--- config.mk ---
export PLATFORM = sky130hd
export DESIGN_NAME = periodic_task_dispatcher_core
export DESIGN_NICKNAME = d
export VERILOG_FILES = /design/src/design/ptd_pkg.sv /design/src/design/ptd_ram.sv /design/src/design/periodic_task_dispatcher_core.sv
export SDC_FILE = /design/constraint.sdc
export NUM_CORES = 1
export LEC_CHECK = 0
export BUFFER_PORTS_ARGS = -buffer_cell sky130_fd_sc_hd__buf_2
export CORE_UTILIZATION = 40
export CTS_BUF_LIST = sky130_fd_sc_hd__clkbuf_8
export DETAILED_ROUTE_END_ITERATION = 8
export HOLD_SLACK_MARGIN = 0.05
export SYNTH_ARGS = -nofsm -noshare
export SYNTH_HDL_FRONTEND = slang
export SYNTH_SLANG_ARGS = --single-unit
--- constraint.sdc ---
create_clock -name clk -period 8.3 [get_ports clk]
set_clock_uncertainty 0.2 [all_clocks]
set_input_delay 0.83 -clock clk [delete_from_list [all_inputs] [get_ports clk]]
set_output_delay 0.83 -clock clk [all_outputs]
set_load 0.02 [all_outputs]
--- src/design/ptd_pkg.sv ---
package ptd_pkg;

	// command codes
	localparam logic [1:0] OP_ADD  = 2'd0;
	localparam logic [1:0] OP_TICK = 2'd1;
	localparam logic [1:0] OP_READ = 2'd2;

	// reply kinds
	localparam logic [2:0] KIND_DISPATCH = 3'd0;
	localparam logic [2:0] KIND_NONE     = 3'd1;
	localparam logic [2:0] KIND_ADDED    = 3'd2;
	localparam logic [2:0] KIND_COUNT    = 3'd3;
	localparam logic [2:0] KIND_REJECT   = 3'd4;

	typedef struct packed {
		logic [1:0]  opcode;
		logic [7:0]  task_index;
		logic [31:0] task_rate;
	} ptd_in_t;

	typedef struct packed {
		logic [2:0]  reply_kind;
		logic [2:0]  reply_index;
		logic [31:0] run_count;
		logic        last_reply;
	} ptd_out_t;

	typedef enum logic [3:0] {
		ST_IDLE,
		ST_ADD,
		ST_READ,
		ST_RPLY,
		ST_T_RD,
		ST_T_CMP,
		ST_T_CNT,
		ST_T_ELA,
		ST_T_END
	} ptd_state_t;

endpackage

--- src/design/ptd_ram.sv ---
module ptd_ram import ptd_pkg::*; #(
	parameter int DEPTH = 8,
	parameter int WIDTH = 32
) (
	input  logic                                 clk,
	input  logic                                 wr_en,
	input  logic [(DEPTH > 1 ? $clog2(DEPTH) : 1)-1:0] wr_addr,
	input  logic [WIDTH-1:0]                     wr_data,
	input  logic [(DEPTH > 1 ? $clog2(DEPTH) : 1)-1:0] rd_addr,
	output logic [WIDTH-1:0]                     rd_data
);

	logic [WIDTH-1:0] mem_q [DEPTH];

	// single write port
	always_ff @(posedge clk) begin
		if (wr_en) begin
			mem_q[wr_addr] <= wr_data;
		end
	end

	// registered read port
	always_ff @(posedge clk) begin
		rd_data <= mem_q[rd_addr];
	end

endmodule

--- src/design/periodic_task_dispatcher_core.sv ---
// add and read each give one reply; the reply is registered in the cycle before the next word is taken.
// tick: each walked slot is read, compared and has its elapsed time updated, and a dispatched
// slot also has its count updated on the one shared 32-bit adder; ST_T_END gives the last reply.
// one word at a time, next taken the cycle after its last reply; a held reply stalls.
// reset: state machine idle, task count zero, run counts read as zero, tick increment 1;
// rate and elapsed tables hold no defined value until written.
module periodic_task_dispatcher_core import ptd_pkg::*; #(
	parameter int MAX_TASKS = 8
) (
	input  logic        clk,
	input  logic        arst_n,
	input  logic        in_valid,
	output logic        in_ready,
	input  ptd_in_t     in_word,
	output logic        out_valid,
	input  logic        out_ready,
	output ptd_out_t    out_word,
	input  logic        cfg_valid,
	output logic        cfg_ready,
	input  logic [15:0] cfg_data
);

	localparam int AW = (MAX_TASKS > 1) ? $clog2(MAX_TASKS) : 1;
	localparam int CW = $clog2(MAX_TASKS + 1);
	localparam logic [7:0]    IDX_LIMIT = 8'(MAX_TASKS);
	localparam logic [CW-1:0] CNT_MAX   = CW'(MAX_TASKS);

	ptd_state_t state_q, state_d;

	logic [7:0]        idx_q;
	logic [31:0]       rate_q;
	logic [AW-1:0]     slot_q;
	logic              due_q;
	logic [31:0]       ela_q;
	logic [31:0]       cnt_q;
	logic              pend_valid_q;
	ptd_out_t          pend_q;
	logic [CW-1:0]     active_q;
	logic [15:0]       inc_q;
	logic [MAX_TASKS-1:0] cnt_vld_q;
	logic              cnt_vld_rd_q;
	logic              out_valid_q;
	ptd_out_t          out_q;

	// memory ports
	logic [AW-1:0] rd_addr;
	logic [AW-1:0] wr_addr;
	logic          rate_we, ela_we, cnt_we;
	logic [31:0]   ela_wdata;
	logic [31:0]   rate_rd, ela_rd, cnt_rd;
	logic [31:0]   cnt_eff;

	// shared adder
	logic [31:0] alu_a, alu_b, alu_sum;
	logic        alu_cin, alu_co;

	// sequencer controls
	logic     accept;
	logic     push_ok;
	logic     out_load;
	ptd_out_t out_next;
	logic     latch_cmp;
	logic     pend_load, pend_clear;
	ptd_out_t pend_next;
	logic     active_inc;
	logic     slot_inc, slot_clr;
	logic     in_range;
	logic     last_slot;
	logic [2:0] slot3;

	assign in_range  = (idx_q < IDX_LIMIT);
	assign last_slot = ((CW'(slot_q) + CW'(1)) == active_q);
	assign slot3     = 3'(slot_q);
	assign push_ok   = !out_valid_q || out_ready;
	assign accept    = in_valid && in_ready;
	assign cnt_eff   = cnt_vld_rd_q ? cnt_rd : 32'd0;

	assign in_ready  = (state_q == ST_IDLE);
	assign cfg_ready = 1'b1;
	assign out_valid = out_valid_q;
	assign out_word  = out_q;

	// table storage
	ptd_ram #(.DEPTH(MAX_TASKS), .WIDTH(32)) u_rate_ram (
		.clk     (clk),
		.wr_en   (rate_we),
		.wr_addr (wr_addr),
		.wr_data (rate_q),
		.rd_addr (rd_addr),
		.rd_data (rate_rd)
	);

	ptd_ram #(.DEPTH(MAX_TASKS), .WIDTH(32)) u_ela_ram (
		.clk     (clk),
		.wr_en   (ela_we),
		.wr_addr (wr_addr),
		.wr_data (ela_wdata),
		.rd_addr (rd_addr),
		.rd_data (ela_rd)
	);

	ptd_ram #(.DEPTH(MAX_TASKS), .WIDTH(32)) u_cnt_ram (
		.clk     (clk),
		.wr_en   (cnt_we),
		.wr_addr (wr_addr),
		.wr_data (alu_sum),
		.rd_addr (rd_addr),
		.rd_data (cnt_rd)
	);

	// operand selection for the shared adder
	always_comb begin
		alu_a   = 32'd0;
		alu_b   = 32'd0;
		alu_cin = 1'b0;
		unique case (state_q)
			ST_T_CMP: begin
				alu_a   = ela_rd;
				alu_b   = ~rate_rd;
				alu_cin = 1'b1;
			end
			ST_T_CNT: begin
				alu_a   = cnt_q;
				alu_cin = 1'b1;
			end
			ST_T_ELA: begin
				alu_a = due_q ? 32'd0 : ela_q;
				alu_b = 32'(inc_q);
			end
			default: begin
				alu_a = 32'd0;
			end
		endcase
	end

	assign {alu_co, alu_sum} = {1'b0, alu_a} + {1'b0, alu_b} + 33'(alu_cin);

	// sequencer: next state and controls
	always_comb begin
		state_d    = state_q;
		rd_addr    = slot_q;
		wr_addr    = slot_q;
		rate_we    = 1'b0;
		ela_we     = 1'b0;
		cnt_we     = 1'b0;
		ela_wdata  = alu_sum;
		out_load   = 1'b0;
		out_next   = '0;
		latch_cmp  = 1'b0;
		pend_load  = 1'b0;
		pend_clear = 1'b0;
		pend_next  = '0;
		active_inc = 1'b0;
		slot_inc   = 1'b0;
		slot_clr   = 1'b0;
		unique case (state_q)
			ST_IDLE: begin
				if (accept) begin
					slot_clr = 1'b1;
					case (in_word.opcode)
						OP_ADD:  state_d = ST_ADD;
						OP_READ: state_d = ST_READ;
						OP_TICK: state_d = (active_q == '0) ? ST_T_END : ST_T_RD;
						default: state_d = ST_IDLE;
					endcase
				end
			end
			ST_ADD: begin
				wr_addr   = idx_q[AW-1:0];
				ela_wdata = rate_q;
				if (push_ok) begin
					out_load             = 1'b1;
					out_next.last_reply  = 1'b1;
					out_next.reply_index = idx_q[2:0];
					if (in_range) begin
						rate_we             = 1'b1;
						ela_we              = 1'b1;
						active_inc          = 1'b1;
						out_next.reply_kind = KIND_ADDED;
					end else begin
						out_next.reply_kind = KIND_REJECT;
					end
					state_d = ST_IDLE;
				end
			end
			ST_READ: begin
				rd_addr = idx_q[AW-1:0];
				state_d = ST_RPLY;
			end
			ST_RPLY: begin
				rd_addr = idx_q[AW-1:0];
				if (push_ok) begin
					out_load             = 1'b1;
					out_next.last_reply  = 1'b1;
					out_next.reply_index = idx_q[2:0];
					if (in_range) begin
						out_next.reply_kind = KIND_COUNT;
						out_next.run_count  = cnt_eff;
					end else begin
						out_next.reply_kind = KIND_REJECT;
					end
					state_d = ST_IDLE;
				end
			end
			ST_T_RD: begin
				state_d = ST_T_CMP;
			end
			ST_T_CMP: begin
				latch_cmp = 1'b1;
				state_d   = alu_co ? ST_T_CNT : ST_T_ELA;
			end
			ST_T_CNT: begin
				// a held dispatch word goes out before the new one takes its place
				if (!pend_valid_q || push_ok) begin
					cnt_we               = 1'b1;
					pend_load            = 1'b1;
					pend_next.reply_kind = KIND_DISPATCH;
					pend_next.reply_index = slot3;
					pend_next.run_count  = alu_sum;
					pend_next.last_reply = 1'b0;
					if (pend_valid_q) begin
						out_load = 1'b1;
						out_next = pend_q;
					end
					state_d = ST_T_ELA;
				end
			end
			ST_T_ELA: begin
				ela_we = 1'b1;
				if (last_slot) begin
					state_d = ST_T_END;
				end else begin
					slot_inc = 1'b1;
					state_d  = ST_T_RD;
				end
			end
			ST_T_END: begin
				if (push_ok) begin
					out_load   = 1'b1;
					pend_clear = 1'b1;
					if (pend_valid_q) begin
						out_next = pend_q;
					end else begin
						out_next.reply_kind = KIND_NONE;
					end
					out_next.last_reply = 1'b1;
					state_d = ST_IDLE;
				end
			end
			default: begin
				state_d = ST_IDLE;
			end
		endcase
	end

	// state register
	always_ff @(posedge clk or negedge arst_n) begin
		if (!arst_n) begin
			state_q <= ST_IDLE;
		end else begin
			state_q <= state_d;
		end
	end

	// control registers
	always_ff @(posedge clk or negedge arst_n) begin
		if (!arst_n) begin
			active_q     <= '0;
			inc_q        <= 16'd1;
			cnt_vld_q    <= '0;
			pend_valid_q <= 1'b0;
			out_valid_q  <= 1'b0;
		end else begin
			if (cfg_valid && cfg_ready) begin
				inc_q <= cfg_data;
			end
			if (active_inc && (active_q != CNT_MAX)) begin
				active_q <= active_q + CW'(1);
			end
			if (cnt_we) begin
				cnt_vld_q[slot_q] <= 1'b1;
			end
			if (pend_load) begin
				pend_valid_q <= 1'b1;
			end else if (pend_clear) begin
				pend_valid_q <= 1'b0;
			end
			if (out_load) begin
				out_valid_q <= 1'b1;
			end else if (out_ready) begin
				out_valid_q <= 1'b0;
			end
		end
	end

	// slot counter
	always_ff @(posedge clk or negedge arst_n) begin
		if (!arst_n) begin
			slot_q <= '0;
		end else if (slot_clr) begin
			slot_q <= '0;
		end else if (slot_inc) begin
			slot_q <= slot_q + AW'(1);
		end
	end

	// payload registers
	always_ff @(posedge clk) begin
		cnt_vld_rd_q <= cnt_vld_q[rd_addr];
		if (accept) begin
			idx_q  <= in_word.task_index;
			rate_q <= in_word.task_rate;
		end
		if (latch_cmp) begin
			due_q <= alu_co;
			ela_q <= ela_rd;
			cnt_q <= cnt_eff;
		end
		if (pend_load) begin
			pend_q <= pend_next;
		end
		if (out_load) begin
			out_q <= out_next;
		end
	end

endmodule

==> out/results.ini, run 1 <==
[yosys]
synth_seq_cells = 1081
yosys.cell_types.count = 64
netlist_instances = 2262
synthMuxAreaShare_pct = 13.6
ys_seq_area_share_pct = 74.7
syn-cell-area_um2 = 41900
synth_top_family_by_area = multiplexers
async_flop_share_pct = 3.42
yosys.area_share.xor_xnor_pct = 0.710
yosys.area_share.simple_pct = 3.82
ys_warn_count = 0
synth_edf_count = 947
yosys.area_share.adder_pct = 1.11
synth_compound_area_share_pct = 4.20
syn-mean-instance-area_um2 = 18.5
synth_ff_type = edfxtp_1
syn-num-nets = 2361

[drt]
drt-total-wl_um = 107000
drtAntennaViolNets = 0
vias_per_cell = 5.49
vias = 22200
drtIter0Drc = 2324
first_pass_iters = 6
wl_per_cell_um = 26.3
drc = 0

[clocking]
worstSkewPairLatency_ns = 0.83
clockBufferDepth = 3
clkSlewWorstSetupHoldPaths_ns = 0.06
htreeDepth = 4
cts_buffers = 170
tritoncts = yes
clock-sinks = 1081
postCtsResizedCells = 0
clockRootBuffer = clkbuf_8
cts_setup_buffers = 0

[global_route]
grt_max_degree = 101
grt_pass1_vias = 22800
grt_usage_pct = 20.1
antenna_found_initial = 4
grt_overflow = 0
grt_pass1_wl_um = 155000

[placement]
io_buffer_count = 103
gp_congestion = 0.884
hpwl_um = 63600

[flow_run]
drv_cap = 0

[timing]
tightest_slew_ns = 1.16
grt_setup_unrepaired = false
slew_headroom_pct = 22.7
setup_viol = 0
max_freq_mhz = 163
hold_violations = 0
slew_viol_final = 0
min_period_over_period_pct = 73.8
finalSetupTns_ns = 0
min_period_ns = 6.12

[status]
status = finished, final reports clean

[worst_setup_path]
crit_required_ns = 8.62
critPathBufInv = 3
cp_cell_sequence = nor2b_1 -> nand2_1 -> clkinv_2 -> buf_4 -> a222oi_1 -> inv_1 -> ha_1 -> a21oi_1 -> o21ai_0 -> o21ai_0 -> a31oi_1 -> o31ai_1 -> xor2_1 -> o21ai_0
cp_top_family = compound AO/OA/AOI/OAI gates
crit_type = reg2reg
critPathMaxFanout = 52
slowest_delay_ns = 0.68
worst_ep_arrival_time_ns = 6.44
end_kind = register
path_common_cell = o21ai_0
slowest_stage = o21ai_0
rrSetupSlack_ns = 2.18
startpoint_type = register

[floorplan]
die-height_um = 326
core_area_um2 = 104000
die_area_um2 = 106000
num_rows = 118
fp.dieW_um = 326
io_pins = 105
initial_core_util_pct = 40.4

[power_and_ir_drop]
power.leakage_nw = 17.1
fin_total_pwr_mw = 14.9
power_density_nw_per_um2 = 308
vdd_drop_max_mv = 0.338

[finish]
final_layout_size_suffix_gt1_share_pct = 27.6
syn2layout_area_growth_pct = 15.2
final_nets = 2632
fill_cells = 8767

[worst_hold_path]
hp-class = in2reg

==> synthesized netlist by cell type, types with 4 or more instances <==
cell / n / share of area (%)
o211ai_1: 5 / 0.090
a211oi_1: 6 / 0.11
a222oi_1: 32 / 0.76
or2_2: 7 / 0.10
ha_1: 34 / 1.0
edfxtp_1: 947 / 68
xnor2_1: 11 / 0.23
mux4_2: 194 / 10
or3_1: 7 / 0.10
a31oi_1: 8 / 0.12
and3_1: 5 / 0.075
nand2_1: 117 / 1.0
nand3_1: 14 / 0.17
nand2b_1: 4 / 0.060
o21ai_0: 68 / 0.81
nor2b_1: 8 / 0.12
buf_4: 12 / 0.21
nor3_1: 17 / 0.20
dfxtp_1: 97 / 4.6
buf_2: 30 / 0.36
and2_1: 37 / 0.55
a21o_1: 8 / 0.14
xor2_1: 23 / 0.48
mux2i_1: 5 / 0.12
a22o_1: 35 / 0.73
o21a_1: 9 / 0.16
nand4_1: 10 / 0.15
inv_1: 82 / 0.73
clkbuf_1: 62 / 0.55
nor2_1: 112 / 1.0
mux2_2: 114 / 3.1
a21oi_1: 50 / 0.60
dfrtp_1: 36 / 2.1
o31ai_1: 7 / 0.13
==> cell usage in the layout, fill, tap and decap left out, drive strengths merged, types with 50 or more instances in the layout <==
cell type / synthesis / layout
nand2: 118 / 118
o21ai: 69 / 69
dlygate4sd3: 0 / 57
clkbuf: 62 / 190
edfxtp: 947 / 947
buf: 45 / 149
inv: 82 / 150
mux2: 114 / 114
nor2: 113 / 113
dfxtp: 97 / 97
a21oi: 50 / 50
mux4: 194 / 194
==> per-layer routing <==
layer / up-vias / global-route usage, % / wire [um]
li1: 9549 / - / -
met1: 11700 / 27.4 / 45300
met2: 806 / 33.0 / 52500
met3: 153 / 3.54 / 6180
met4: 2 / 6.35 / 2750
met5: - / 0 / 17
==> cell families (layout without fill, tap and decap cells) <==
group	after synthesis	in the layout
flops	1081	1081
simple gates	352	352
mux	313	313
compound gates	256	256
buf+inv	189	600
fa+ha+maj	36	36
xor+xnor	34	34
other cells	1	2
==> registers in the layout (all words and copies together) (netlist names), 8 cells and up <==
name and count:
pend_q 35, rate_q 32, u_cnt_ram.rd_data 32, idx_q 8, ela_q 32, cnt_vld_q 8
u_rate_ram.mem_q 256, out_word 39, cnt_q 32, u_ela_ram.rd_data 32, u_ela_ram.mem_q 256, u_cnt_ram.mem_q 256
u_rate_ram.rd_data 32, inc_q 16
==> timing repair <==
item | 4_1_cts | 5_1_grt
hold endpoints to repair | 92 | 0
hold buffers | 57 | 0
endpoints found under the setup margin | 0 | 0
==> per-stage QoR <==
stage	worst slack, ns	util [%]	hold WS [ns]	std cells	instance area, um2
after detailed placement	2.38	42.7	0.221	3684	44300
after CTS	2.37	46.6	0.149	4053	48300
final	2.18	46.6	0.221	4054	48300
after global placement	2.56	42.7	0.212	3684	44300
after global routing	1.84	46.6	0.179	4054	48300
after floorplan	2.44	-	0.209	2262	41900
==> area by class of cell <==
type / count / area (um2) / share of cell area (%)
tap: 1380 / 1730 / 3.57
multi-input combinational: 992 / 10100 / 20.9
antenna: 1 / 2.50 / 0.00518
inverter: 82 / 309 / 0.640
timing repair buffer: 206 / 1460 / 3.01
clock buffer: 190 / 2620 / 5.41
clock inverter: 122 / 812 / 1.68
sequential: 1081 / 31300 / 64.8
==> report_power, final <==
group          total, mW  switching [mW]  leakage, nW  internal, mW
clock               4.46            2.08         1.98          2.37
sequential          7.16           0.344         9.98          6.82
combinational       3.28            1.91         5.18          1.37
total               14.9            4.34         17.1          10.6
==> worst paths after layout <==
path / startpoint / endpoint / cells past startpoint
worst max-delay path: state_q[0] / u_ela_ram.mem_q[6][31] / 14
worst min-delay path: out_ready / out_valid / 3
worst max register to register: state_q[0] / u_ela_ram.mem_q[6][31] / 14
worst min register to register: u_ela_ram.rd_data[22] / ela_q[22] / 0
max in group asynchronous: arst_n / inc_q[4] / 2
min in group asynchronous: arst_n / slot3[1] / 2
==> worst register-to-register path: cells and delay by family (launching register included) <==
family / cells / cell delay, ns
xor gates and xnor gates: 1 / 0.26
AOI/OAI and AO/OA: 7 / 2.79
and+or+nand+nor: 2 / 0.42
buffers and inverters: 3 / 1.33
DFF: 1 / 0.61
adders and majority gates: 1 / 0.23
(Power assumes the default switching activity.)
==> run 2: changes to the inputs <==
- clock period: 8.3 -> 5.9 ns (I/O delays scaled with it)
==> run 2 against run 1 <==
Net effect:
- the run now ends with DRC left
- combinational power is 45% higher
- first-iteration DRC count is 3.8% lower
- non-clock buffer count is 52 higher
- clock power is 32% higher
- setup slack worse by 1.7 ns
- via count is 0.85% higher
- wire length is 1.8% higher
- sequential cell count stayed put
- maximum frequency is 13% higher
- die area stayed put
- global-route usage is 0.41 points higher
- total power is 39% higher
- largest cell class unchanged
==> out/results.ini, run 2 (synthesis results as in run 1) <==
[global_route]
grt_overflow = 0
grt_max_degree = 93
antenna_found_initial = 4
grt_usage_pct = 20.5
grt_pass1_vias = 23000
grt_pass1_wl_um = 157000

[worst_setup_path]
crit_required_ns = 6.23
slowest_stage = o21ai_0
critPathBufInv = 5
critPathMaxFanout = 34
worst_ep_arrival_time_ns = 5.75
crit_start = state_q[2]
cp_cell_sequence = inv_1 -> nor2_1 -> nand2_1 -> clkinv_2 -> buf_4 -> buf_4 -> a222oi_1 -> inv_1 -> ha_1 -> a211oi_1 -> o21ai_0 -> o21ai_0 -> nand4_1 -> a2111oi_0 -> nor3_1 -> o21ai_0
crit_type = reg2reg
path_common_cell = o21ai_0
r2r-start = state_q[2]
slowest_delay_ns = 0.64
end_kind = register
cp_top_family = compound AO/OA/AOI/OAI gates
startpoint_type = register

[placement]
gp_congestion = 0.912
io_buffer_count = 103
hpwl_um = 67800
placedCellCount = 3716
pre_cts_slack_ns = 0.582
place_area_um2 = 44600

[worst_hold_path]
hold_start = in_word[41]
hp-class = in2reg

[clocking]
htreeDepth = 4
worstSkewPairLatency_ns = 0.85
cts_buffers = 168
clockRootBuffer = clkbuf_8
clockBufferDepth = 3
tritoncts = yes
clkSlewWorstSetupHoldPaths_ns = 0.06
clock-sinks = 1081

[finish]
layout_commonest_cell = edfxtp_1
final_nets = 2682
final_cells = 4108
final_cell_area_um2 = 48600
fill_cells = 8731
layout_common_cells = edfxtp_1 (947), mux4_2 (194), clkbuf_8 (189)
final_layout_size_suffix_gt1_share_pct = 27.9
final_core_util_pct = 46.8
syn2layout_area_growth_pct = 15.9
reg_top3 = u_cnt_ram.mem_q (256), u_ela_ram.mem_q (256), u_rate_ram.mem_q (256)

[floorplan]
io_pins = 105
num_rows = 118
fp.dieW_um = 326
die-height_um = 326
core_area_um2 = 104000
initial_core_util_pct = 40.4
die_area_um2 = 106000

[timing]
finalSetupTns_ns = 0
whs_ns = 0.152
grt_setup_unrepaired = false
min_period_ns = 5.42
slew_viol_final = 0
max_freq_mhz = 185
slew_headroom_pct = 27.0
hold_violations = 0
worst_slack_ns = 0.482
setup_viol = 0
min_period_over_period_pct = 91.8
tightest_slew_ns = 1.09

[drt]
drc = 1
drt-total-wl_um = 109000
drtAntennaViolNets = 0
vias_per_cell = 5.46
first_pass_iters = 9
drtIter0Drc = 2236
wl_per_cell_um = 26.5
vias = 22400

[power_and_ir_drop]
vdd_drop_max_mv = 0.471
fin_total_pwr_mw = 20.8
power.leakage_nw = 17.4
power_density_nw_per_um2 = 427

[status]
status = finished with violations
violations = DRC

[flow_run]
drv_cap = 0

run 2: final timing paths:
kind	cells after the start	slack, ns	endpoint
max	16	0.48	u_ela_ram.mem_q[4][19]
min	6	0.15	state_q[3]
max reg2reg	16	0.48	u_ela_ram.mem_q[4][19]
min reg2reg	0	0.23	ela_q[3]
max in group asynchronous	2	4.56	inc_q[5]
min in group asynchronous	2	0.26	cnt_vld_q[5]
run 2: repair_timing:
item,in CTS,in global routing
endpoints found under the hold margin,100,0
setup buffers,0,0
hold buffers,77,0
resized for setup,0,0
run 2: area by class of cell:
cell class	instances	area [um2]	area share [%]
Clock buffer	189	2600	5.35
Multi-Input combinational cell	992	10100	20.8
Inverter	82	309	0.636
Sequential cell	1081	31300	64.4
Tap cell	1380	1730	3.55
Antenna cell	2	5.00	0.0103
Clock inverter	124	602	1.24
Timing Repair Buffer	258	1970	4.06
run 2: layer usage:
layer	GRT usage [%]	part of all wire (%)	vias up
met2	33.9	49	783
met1	27.6	42	11800
met4	6.57	2.6	2
met5	0	0.012	-
met3	3.87	5.9	152
li1	-	-	9649
run 2: worst register-to-register path: cells and delay by family (launching register included):
family / cells / cell delay [ns]
flops: 1 / 0.52
fa+ha+maj: 1 / 0.24
simple gates: 4 / 0.83
buf+inv: 5 / 0.94
compound gates: 6 / 2.39
run 2: report_power, final:
part | internal (mW) | switching [mW] | total (mW)
clock | 2.97 | 2.90 | 5.87
combinational | 2.02 | 2.72 | 4.74
sequential | 9.59 | 0.563 | 10.2
